--- src/design/bie_pkg.sv ---
// shared types and constants for the bitmap intersection block
`timescale 1ns / 1ps
package bie_pkg;

    localparam int WORD_BITS = 32;
    localparam int BIT_IDX_W = 5;
    localparam int SECTION_W = 12;
    localparam int DOC_W     = SECTION_W + BIT_IDX_W;

    // one section whose intersection is nonzero, handed from front to back
    typedef struct packed {
        logic [WORD_BITS-1:0] hits;
        logic [SECTION_W-1:0] section;
    } bie_job_t;

endpackage

--- src/design/bie_front.sv ---
// front end: takes bitmap words, ANDs them per section, queues finished sections
`timescale 1ns / 1ps
module bie_front
    import bie_pkg::*;
#(
    parameter int SECTION_COUNT = 4096
)
(
    input  logic                 clk,
    input  logic                 rst_n,
    input  logic                 push,
    input  logic                 full,
    input  logic [WORD_BITS-1:0] bitmap_word,
    input  logic [SECTION_W-1:0] section_index,
    input  logic                 last_term,
    output logic                 job_push,
    output bie_job_t             job
);

    localparam int LIMIT_W = 21;
    localparam logic [LIMIT_W-1:0] SECTION_LIMIT = LIMIT_W'(SECTION_COUNT);

    logic [WORD_BITS-1:0] acc_reg, acc_next;
    logic                 fresh_reg, fresh_next;
    logic                 accept;
    logic                 in_range;
    logic [WORD_BITS-1:0] combined;

    assign accept   = push && !full;
    assign in_range = {{(LIMIT_W-SECTION_W){1'b0}}, section_index} < SECTION_LIMIT;
    assign combined = fresh_reg ? bitmap_word : (acc_reg & bitmap_word);

    always_comb
    begin
        acc_next   = acc_reg;
        fresh_next = fresh_reg;
        job_push   = 1'b0;
        if (accept && in_range)
        begin
            if (last_term)
            begin
                acc_next   = '1;
                fresh_next = 1'b1;
                job_push   = (combined != '0);
            end
            else
            begin
                acc_next   = combined;
                fresh_next = 1'b0;
            end
        end
    end

    assign job.hits    = combined;
    assign job.section = section_index;

    always_ff @(posedge clk or negedge rst_n)
    begin
        if (!rst_n)
        begin
            acc_reg   <= '1;
            fresh_reg <= 1'b1;
        end
        else
        begin
            acc_reg   <= acc_next;
            fresh_reg <= fresh_next;
        end
    end

endmodule

--- src/design/bie_queue.sv ---
// short job queue between front and back end
`timescale 1ns / 1ps
module bie_queue
    import bie_pkg::*;
#(
    parameter int DEPTH = 4
)
(
    input  logic     clk,
    input  logic     rst_n,
    input  logic     wr_en,
    input  bie_job_t wr_job,
    input  logic     rd_en,
    output bie_job_t rd_job,
    output logic     q_full,
    output logic     q_empty
);

    localparam int PTR_W = (DEPTH > 1) ? $clog2(DEPTH) : 1;
    localparam int CNT_W = $clog2(DEPTH + 1);
    localparam logic [PTR_W-1:0] LAST_PTR = PTR_W'(DEPTH - 1);
    localparam logic [CNT_W-1:0] FULL_CNT = CNT_W'(DEPTH);

    bie_job_t         store [DEPTH];
    logic [PTR_W-1:0] wr_ptr_reg, wr_ptr_next;
    logic [PTR_W-1:0] rd_ptr_reg, rd_ptr_next;
    logic [CNT_W-1:0] count_reg, count_next;

    assign q_full  = (count_reg == FULL_CNT);
    assign q_empty = (count_reg == '0);
    assign rd_job  = store[rd_ptr_reg];

    always_comb
    begin
        wr_ptr_next = wr_ptr_reg;
        rd_ptr_next = rd_ptr_reg;
        count_next  = count_reg;
        if (wr_en)
            wr_ptr_next = (wr_ptr_reg == LAST_PTR) ? '0 : wr_ptr_reg + 1'b1;
        if (rd_en)
            rd_ptr_next = (rd_ptr_reg == LAST_PTR) ? '0 : rd_ptr_reg + 1'b1;
        if (wr_en && !rd_en)
            count_next = count_reg + 1'b1;
        else if (rd_en && !wr_en)
            count_next = count_reg - 1'b1;
    end

    always_ff @(posedge clk)
    begin
        if (wr_en)
            store[wr_ptr_reg] <= wr_job;
    end

    always_ff @(posedge clk or negedge rst_n)
    begin
        if (!rst_n)
        begin
            wr_ptr_reg <= '0;
            rd_ptr_reg <= '0;
            count_reg  <= '0;
        end
        else
        begin
            wr_ptr_reg <= wr_ptr_next;
            rd_ptr_reg <= rd_ptr_next;
            count_reg  <= count_next;
        end
    end

endmodule

--- src/design/bie_back.sv ---
// back end: peels set bits off a queued section, one document per cycle while results are popped
`timescale 1ns / 1ps
module bie_back
    import bie_pkg::*;
(
    input  logic             clk,
    input  logic             rst_n,
    input  logic             q_empty,
    input  bie_job_t         rd_job,
    output logic             rd_en,
    input  logic             pop,
    output logic             empty,
    output logic [DOC_W-1:0] doc_id,
    output logic             last_of_run
);

    bie_job_t             work_reg, work_next;
    logic                 work_valid_reg, work_valid_next;
    logic                 out_valid_reg, out_valid_next;
    logic [DOC_W-1:0]     doc_reg;
    logic                 last_reg;
    logic                 advance;
    logic [WORD_BITS-1:0] remaining;
    logic [WORD_BITS-1:0] lowest;
    logic [BIT_IDX_W-1:0] bit_pos;
    logic                 work_free;

    // isolate lowest set bit, then encode its position
    assign lowest    = work_reg.hits & (~work_reg.hits + 1'b1);
    assign remaining = work_reg.hits & ~lowest;

    always_comb
    begin
        bit_pos = '0;
        for (int i = 0; i < WORD_BITS; i++)
        begin
            if (lowest[i])
                bit_pos = bit_pos | BIT_IDX_W'(i);
        end
    end

    assign advance   = work_valid_reg && (!out_valid_reg || pop);
    assign work_free = !work_valid_reg || (advance && (remaining == '0));
    assign rd_en     = work_free && !q_empty;

    always_comb
    begin
        work_next       = work_reg;
        work_valid_next = work_valid_reg;
        out_valid_next  = out_valid_reg;
        if (rd_en)
        begin
            work_next       = rd_job;
            work_valid_next = 1'b1;
        end
        else if (advance)
        begin
            work_next.hits  = remaining;
            work_valid_next = (remaining != '0);
        end
        if (advance)
            out_valid_next = 1'b1;
        else if (pop)
            out_valid_next = 1'b0;
    end

    always_ff @(posedge clk)
    begin
        work_reg <= work_next;
        if (advance)
        begin
            doc_reg  <= {work_reg.section, bit_pos};
            last_reg <= (remaining == '0);
        end
    end

    always_ff @(posedge clk or negedge rst_n)
    begin
        if (!rst_n)
        begin
            work_valid_reg <= 1'b0;
            out_valid_reg  <= 1'b0;
        end
        else
        begin
            work_valid_reg <= work_valid_next;
            out_valid_reg  <= out_valid_next;
        end
    end

    assign empty       = !out_valid_reg;
    assign doc_id      = doc_reg;
    assign last_of_run = last_reg;

endmodule

--- src/design/bitmap_intersect_doc_extract.sv ---
// top level of the posting-list bitmap intersection and document extraction block
`timescale 1ns / 1ps
// Bitmap words of the query terms come in one item per cycle, each tagged with
// its 32-document section and a flag on the final term's word. The front end
// ANDs the words of a section as they arrive (a word whose section is not below
// SECTION_COUNT is dropped) and, on the final term, hands any nonzero result to a
// QUEUE_DEPTH-entry job queue. The back end turns each queued word into document
// numbers section*32+bit, lowest bit first, one per cycle while results are
// popped, and flags the last document of the section with last_of_run. Input is
// taken every cycle while the job queue has room; a section's documents hold the
// back end until all are out, so input stalls only when the queue fills behind
// words with many set bits or a stalled receiver. A result sits in an output
// register until popped. Sections with an empty intersection produce nothing.
module bitmap_intersect_doc_extract
    import bie_pkg::*;
#(
    parameter int SECTION_COUNT = 4096,
    parameter int QUEUE_DEPTH   = 4
)
(
    input  logic                 clk,
    input  logic                 rst_n,
    // input side
    input  logic                 push,
    output logic                 full,
    input  logic [WORD_BITS-1:0] bitmap_word,
    input  logic [SECTION_W-1:0] section_index,
    input  logic                 last_term,
    // result side
    output logic                 empty,
    input  logic                 pop,
    output logic [DOC_W-1:0]     doc_id,
    output logic                 last_of_run
);

    logic     job_push;
    bie_job_t job_in;
    bie_job_t job_out;
    logic     job_pop;
    logic     q_full;
    logic     q_empty;

    // input is held off only by a full job queue
    assign full = q_full;

    bie_front #(
        .SECTION_COUNT (SECTION_COUNT)
    ) u_front (
        .clk           (clk),
        .rst_n         (rst_n),
        .push          (push),
        .full          (q_full),
        .bitmap_word   (bitmap_word),
        .section_index (section_index),
        .last_term     (last_term),
        .job_push      (job_push),
        .job           (job_in)
    );

    bie_queue #(
        .DEPTH (QUEUE_DEPTH)
    ) u_queue (
        .clk     (clk),
        .rst_n   (rst_n),
        .wr_en   (job_push),
        .wr_job  (job_in),
        .rd_en   (job_pop),
        .rd_job  (job_out),
        .q_full  (q_full),
        .q_empty (q_empty)
    );

    bie_back u_back (
        .clk         (clk),
        .rst_n       (rst_n),
        .q_empty     (q_empty),
        .rd_job      (job_out),
        .rd_en       (job_pop),
        .pop         (pop),
        .empty       (empty),
        .doc_id      (doc_id),
        .last_of_run (last_of_run)
    );

    // the front never writes a job into a full queue
    a_no_push_when_full: assert property (@(posedge clk) disable iff (!rst_n)
        job_push |-> !q_full)
        else $error("job written into full queue");

    // the back never reads an empty queue
    a_no_pop_when_empty: assert property (@(posedge clk) disable iff (!rst_n)
        job_pop |-> !q_empty)
        else $error("job read from empty queue");

    // within a run the next document follows at once, same section, higher bit
    a_run_ascending: assert property (@(posedge clk) disable iff (!rst_n)
        (!empty && pop && !last_of_run) |=>
            (!empty && (doc_id[DOC_W-1:BIT_IDX_W] == $past(doc_id[DOC_W-1:BIT_IDX_W]))
             && (doc_id[BIT_IDX_W-1:0] > $past(doc_id[BIT_IDX_W-1:0]))))
        else $error("run of documents broken or out of order");

    // a full queue always holds work
    a_full_not_empty: assert property (@(posedge clk) disable iff (!rst_n)
        q_full |-> !q_empty)
        else $error("queue reports full and empty");

endmodule

--- config.mk ---
export PLATFORM = sky130hd
export DESIGN_NAME = bitmap_intersect_doc_extract
export DESIGN_NICKNAME = d
export VERILOG_FILES = /design/src/design/bie_pkg.sv /design/src/design/bie_front.sv /design/src/design/bie_queue.sv /design/src/design/bie_back.sv /design/src/design/bitmap_intersect_doc_extract.sv
export SDC_FILE = /design/constraint.sdc
export NUM_CORES = 1
export LEC_CHECK = 0
export BUFFER_PORTS_ARGS = -buffer_cell sky130_fd_sc_hd__buf_4
export CORE_UTILIZATION = 55
export CTS_BUF_LIST = sky130_fd_sc_hd__clkbuf_4
export DETAILED_ROUTE_END_ITERATION = 8
export PLACE_DENSITY = 0.7
export SKIP_CTS_REPAIR_TIMING = 1
export SYNTH_ARGS = -nofsm -noshare
export SYNTH_HDL_FRONTEND = slang
export SYNTH_HIERARCHICAL = 1
export SYNTH_SLANG_ARGS = --single-unit
--- constraint.sdc ---
create_clock -name clk -period 11.2 [get_ports clk]
set_clock_uncertainty 0.1 [all_clocks]
set_input_delay 0.56 -clock clk [delete_from_list [all_inputs] [get_ports clk]]
set_output_delay 0.56 -clock clk [all_outputs]
set_load 0.005 [all_outputs]
==> results_tabular.tex <==
\begin{tabular}{lr}
\hline
Metric & Value \\
\hline
\multicolumn{2}{l}{\textbf{Outcome}} \\
\quad Result of the run & finished clean \\
\multicolumn{2}{l}{\textbf{Route}} \\
\quad Count of vias placed by the detailed router & 7442 \\
\quad Total Wirelength & 26100 um \\
\quad Number of antenna-violating nets in the routed design & 0 \\
\quad DR DRC count & 0 \\
\quad Number of search-and-repair iterations in the first detailed-routing pass & 5 \\
\quad Post-DR vias/cell & 5.92 \\
\quad Routed wire length per instance & 20.8 um \\
\quad Drt initial violations & 596 \\
\multicolumn{2}{l}{\textbf{Global routing}} \\
\quad Number of antenna violations at the first check in global routing & 2 \\
\quad Global-route usage over all layers & 0.241 \\
\quad Grt total ovfl & 0 \\
\quad Via count of the first global-routing pass & 7560 \\
\quad Largest net degree at the start of global routing & 47 \\
\quad Global-route wire length before repair & 40400 um \\
\multicolumn{2}{l}{\textbf{Placed design}} \\
\quad Routability congestion estimate & 0.886 \\
\quad Dpl hpwl & 17200 um \\
\quad I/O Buffers & 68 \\
\multicolumn{2}{l}{\textbf{Clocking}} \\
\quad Inserted Clock Buffers & 72 \\
\quad CTS clock-pin slew for the worst setup and hold paths & 0.06 ns \\
\quad Sinks on Clock Net & 280 \\
\quad H-tree depth & 3 \\
\quad Deepest clock path buffer count & 3 \\
\quad Clock tree root buffer cell & clkbuf\_4 \\
\quad TritonCTS clock tree & yes \\
\quad Clock insertion delay at the later pin of the skew report & 0.65 ns \\
\multicolumn{2}{l}{\textbf{Hold path}} \\
\quad Min-delay worst type & input pin to flop \\
\quad Number of cells traversed by the worst hold path & 3 \\
\multicolumn{2}{l}{\textbf{Finish}} \\
\quad \# nets final & 973 \\
\quad Number of flip-flops in the largest register & 176 \\
\quad Layout area overhead & 13.8\% \\
\quad Fraction of layout cells with a size suffix above 1 & 0.309 \\
\quad Fillers & 1607 \\
\multicolumn{2}{l}{\textbf{Critical path}} \\
\quad Logic depth of the worst path, buffers included & 12 \\
\quad Critical Path Fanout Max & 15 \\
\quad Cell at the slowest stage of the critical path & nor4\_4 \\
\quad Cell occurring most often along the worst timing path & inv\_1 \\
\quad Critical path data arrival time & 4.97 ns \\
\quad Critical path data required time & 11.62 ns \\
\quad Crit path kind & flop to flop \\
\quad Crit-path leading delay family & simple AND/OR/NAND/NOR gates \\
\quad Largest stage delay, worst path & 0.59 ns \\
\quad Bufs and invs on worst path & 3 \\
\quad Crit end category & flop \\
\quad Setup slack of the worst register-to-register path & 6.65 ns \\
\quad Reg2reg path depth & 12 \\
\quad Type of element launching the critical path & flop \\
\quad Crit path cell chain & nor4\_4 -> nand3\_2 -> o41ai\_1 -> o2111ai\_1 -> nor4\_2 -> a21oi\_4 -> inv\_1 -> inv\_1 -> ha\_1 -> inv\_1 -> fa\_1 -> mux2\_2 \\
\multicolumn{2}{l}{\textbf{STA}} \\
\quad Max-Slew Margin vs Limit & 0.200 \\
\quad Worst-Margin Slew & 1.20 ns \\
\quad Summed negative setup slack over all endpoints & 0 ns \\
\quad Final critical path time including I/O delays and setup & 4.55 ns \\
\quad RSZ-0062 raised after global routing & false \\
\quad Worst hold slack after final layout & 0.119 ns \\
\quad Total of endpoints with negative setup slack in the final report & 0 \\
\quad Number of max-slew violations in the final report & 0 \\
\quad Timing-limited maximum frequency & 220 MHz \\
\quad Number of endpoints with negative hold slack in the final report & 0 \\
\quad Final critical-path share of the clock period & 0.406 \\
\multicolumn{2}{l}{\textbf{Floorplanning}} \\
\quad Area of the die & 22800 um2 \\
\quad Count of boundary I/O pins & 69 \\
\quad DIE WIDTH & 151 um \\
\quad Height of the die & 151 um \\
\quad Placeable core region & 21800 um2 \\
\quad Starting density of the core & 0.560 \\
\quad Num rows & 54 \\
\multicolumn{2}{l}{\textbf{Synthesis}} \\
\quad Total nets after synthesis & 863 \\
\quad Mapped Cells & 807 \\
\quad Yosys warning count & 6 \\
\quad Count of flip-flops with a built-in enable after synthesis & 238 \\
\quad Synthesized area & 12200 um2 \\
\quad Number of synthesized register bits & 280 \\
\quad Average cell area after synthesis & 15.1 um2 \\
\quad Main synth FF type & edfxtp\_1 \\
\quad Share of synthesized registers carrying an async set or reset & 0.150 \\
\quad Share of the yosys chip area belonging to registers & 0.674 \\
\quad Count of distinct cell types in the synthesized netlist & 67 \\
\multicolumn{2}{l}{\textbf{Run}} \\
\quad \# Max-Cap Violations & 0 \\
\multicolumn{2}{l}{\textbf{Power and ir drop}} \\
\quad Power consumption & 2560 uW \\
\quad Largest vdd supply drop & 0.149 mV \\
\quad Leakage power total & 0.00500 uW \\
\quad Total power density per cell area & 184 nW/um2 \\
\hline
\end{tabular}
[per-layer routing]
layer,track usage,wire (um),vias up
met1,0.327,11000,3723
li1,-,-,3377
met2,0.373,12800,301
met5,0,0,-
met4,0.106,636,0
met3,0.0566,1770,41
[placed cells by master (no fill, tap or decap), drive strengths merged, types with 5 or more instances in the layout]
cell type and count:
o2111ai 5, a21oi 15, dfstp 33, and2 6, clkinv 15, buf 77, a31oi 5, nand2 22
nor2 96, dlygate4sd3 13, ha 6, o21ai 28, mux2 12, clkbuf 111, o21a 26, nand4 7
nor4 16, edfxtp 238, o41ai 5, mux4 44, mux2i 19, inv 48, nor3 45, dfrtp 9
[metrics by stage]
| stage | std cells | area (um2) | util | setup slack [ns] |
|---|---|---|---|---|
| 2_1_floorplan | 807 | 12200 | - | 7.11 |
| 3_3_place_gp | 1110 | 12800 | 0.587 | 6.92 |
| 3_5_place_dp | 1110 | 12800 | 0.587 | 6.74 |
| 4_1_cts | 1242 | 13800 | 0.631 | 6.76 |
| 5_1_grt | 1256 | 13900 | 0.637 | 6.40 |
| 6_report | 1257 | 13900 | 0.637 | 6.65 |
[where the power goes]
group | leakage (uW) | internal (uW) | switching, uW | total [uW]
clock | 0.000580 | 499 | 394 | 893
sequential | 0.00262 | 1300 | 72.2 | 1370
combinational | 0.00180 | 106 | 182 | 288
total | 0.00500 | 1910 | 648 | 2560
[final cells by class]
class                           count  area (um2)  area share
Sequential cell                   280        8240       0.592
Clock buffer                      111         833      0.0599
Multi-Input combinational cell    428        3470       0.249
Timing Repair Buffer               90         708      0.0509
Inverter                           45         169      0.0121
Antenna cell                        2        5.00    0.000360
Tap cell                          280         350      0.0252
Clock inverter                     21         138     0.00989
[kinds of logic after synthesis]
group           Yosys count  share of synthesized area
flops                   280                      0.674
simple gates            218                     0.0884
compound gates          123                     0.0709
buf+inv                  99                     0.0438
mux                      75                      0.111
fa+ha+maj                 9                    0.00942
xor+xnor                  3                    0.00215
[Yosys cell counts (7+ instances only)]
master / n / area share
clkbuf_1: 15 / 0.0046
edfxtp_1: 238 / 0.58
mux4_2: 38 / 0.070
dfstp_2: 33 / 0.071
dfrtp_1: 9 / 0.018
nor3_1: 44 / 0.018
nor4_1: 11 / 0.0056
buf_4: 13 / 0.0080
o21a_1: 26 / 0.016
nand2_1: 22 / 0.0068
mux2_2: 7 / 0.0065
a21oi_1: 14 / 0.0057
o21ai_0: 24 / 0.0098
mux2i_1: 19 / 0.016
inv_1: 45 / 0.014
nor2_1: 96 / 0.029
buf_2: 16 / 0.0066
nand4_1: 7 / 0.0036
[path summary, 6_finish.rpt]
check,start,end
worst max-delay path,u_back/work_reg[12],u_queue/count_reg[1]
worst min-delay path,pop,u_back/out_valid_reg
worst max register to register,u_back/work_reg[12],u_queue/count_reg[1]
worst min register to register,u_back/work_reg[11],u_back/doc_id[16]
max in group asynchronous,rst_n,u_queue/rd_ptr_reg[0]
min in group asynchronous,rst_n,u_queue/count_reg[0]
[worst reg2reg max path, cell delays in order (launching register included)]
cell and delay (ns):
edfxtp_1 0.52, nor4_4 0.59, nand3_2 0.33, o41ai_1 0.59, o2111ai_1 0.29, nor4_2 0.36
a21oi_4 0.10, inv_1 0.47, inv_1 0.11, ha_1 0.22, inv_1 0.08, fa_1 0.41
mux2_2 0.28
Note: power is estimated with default switching activity, not from simulation.
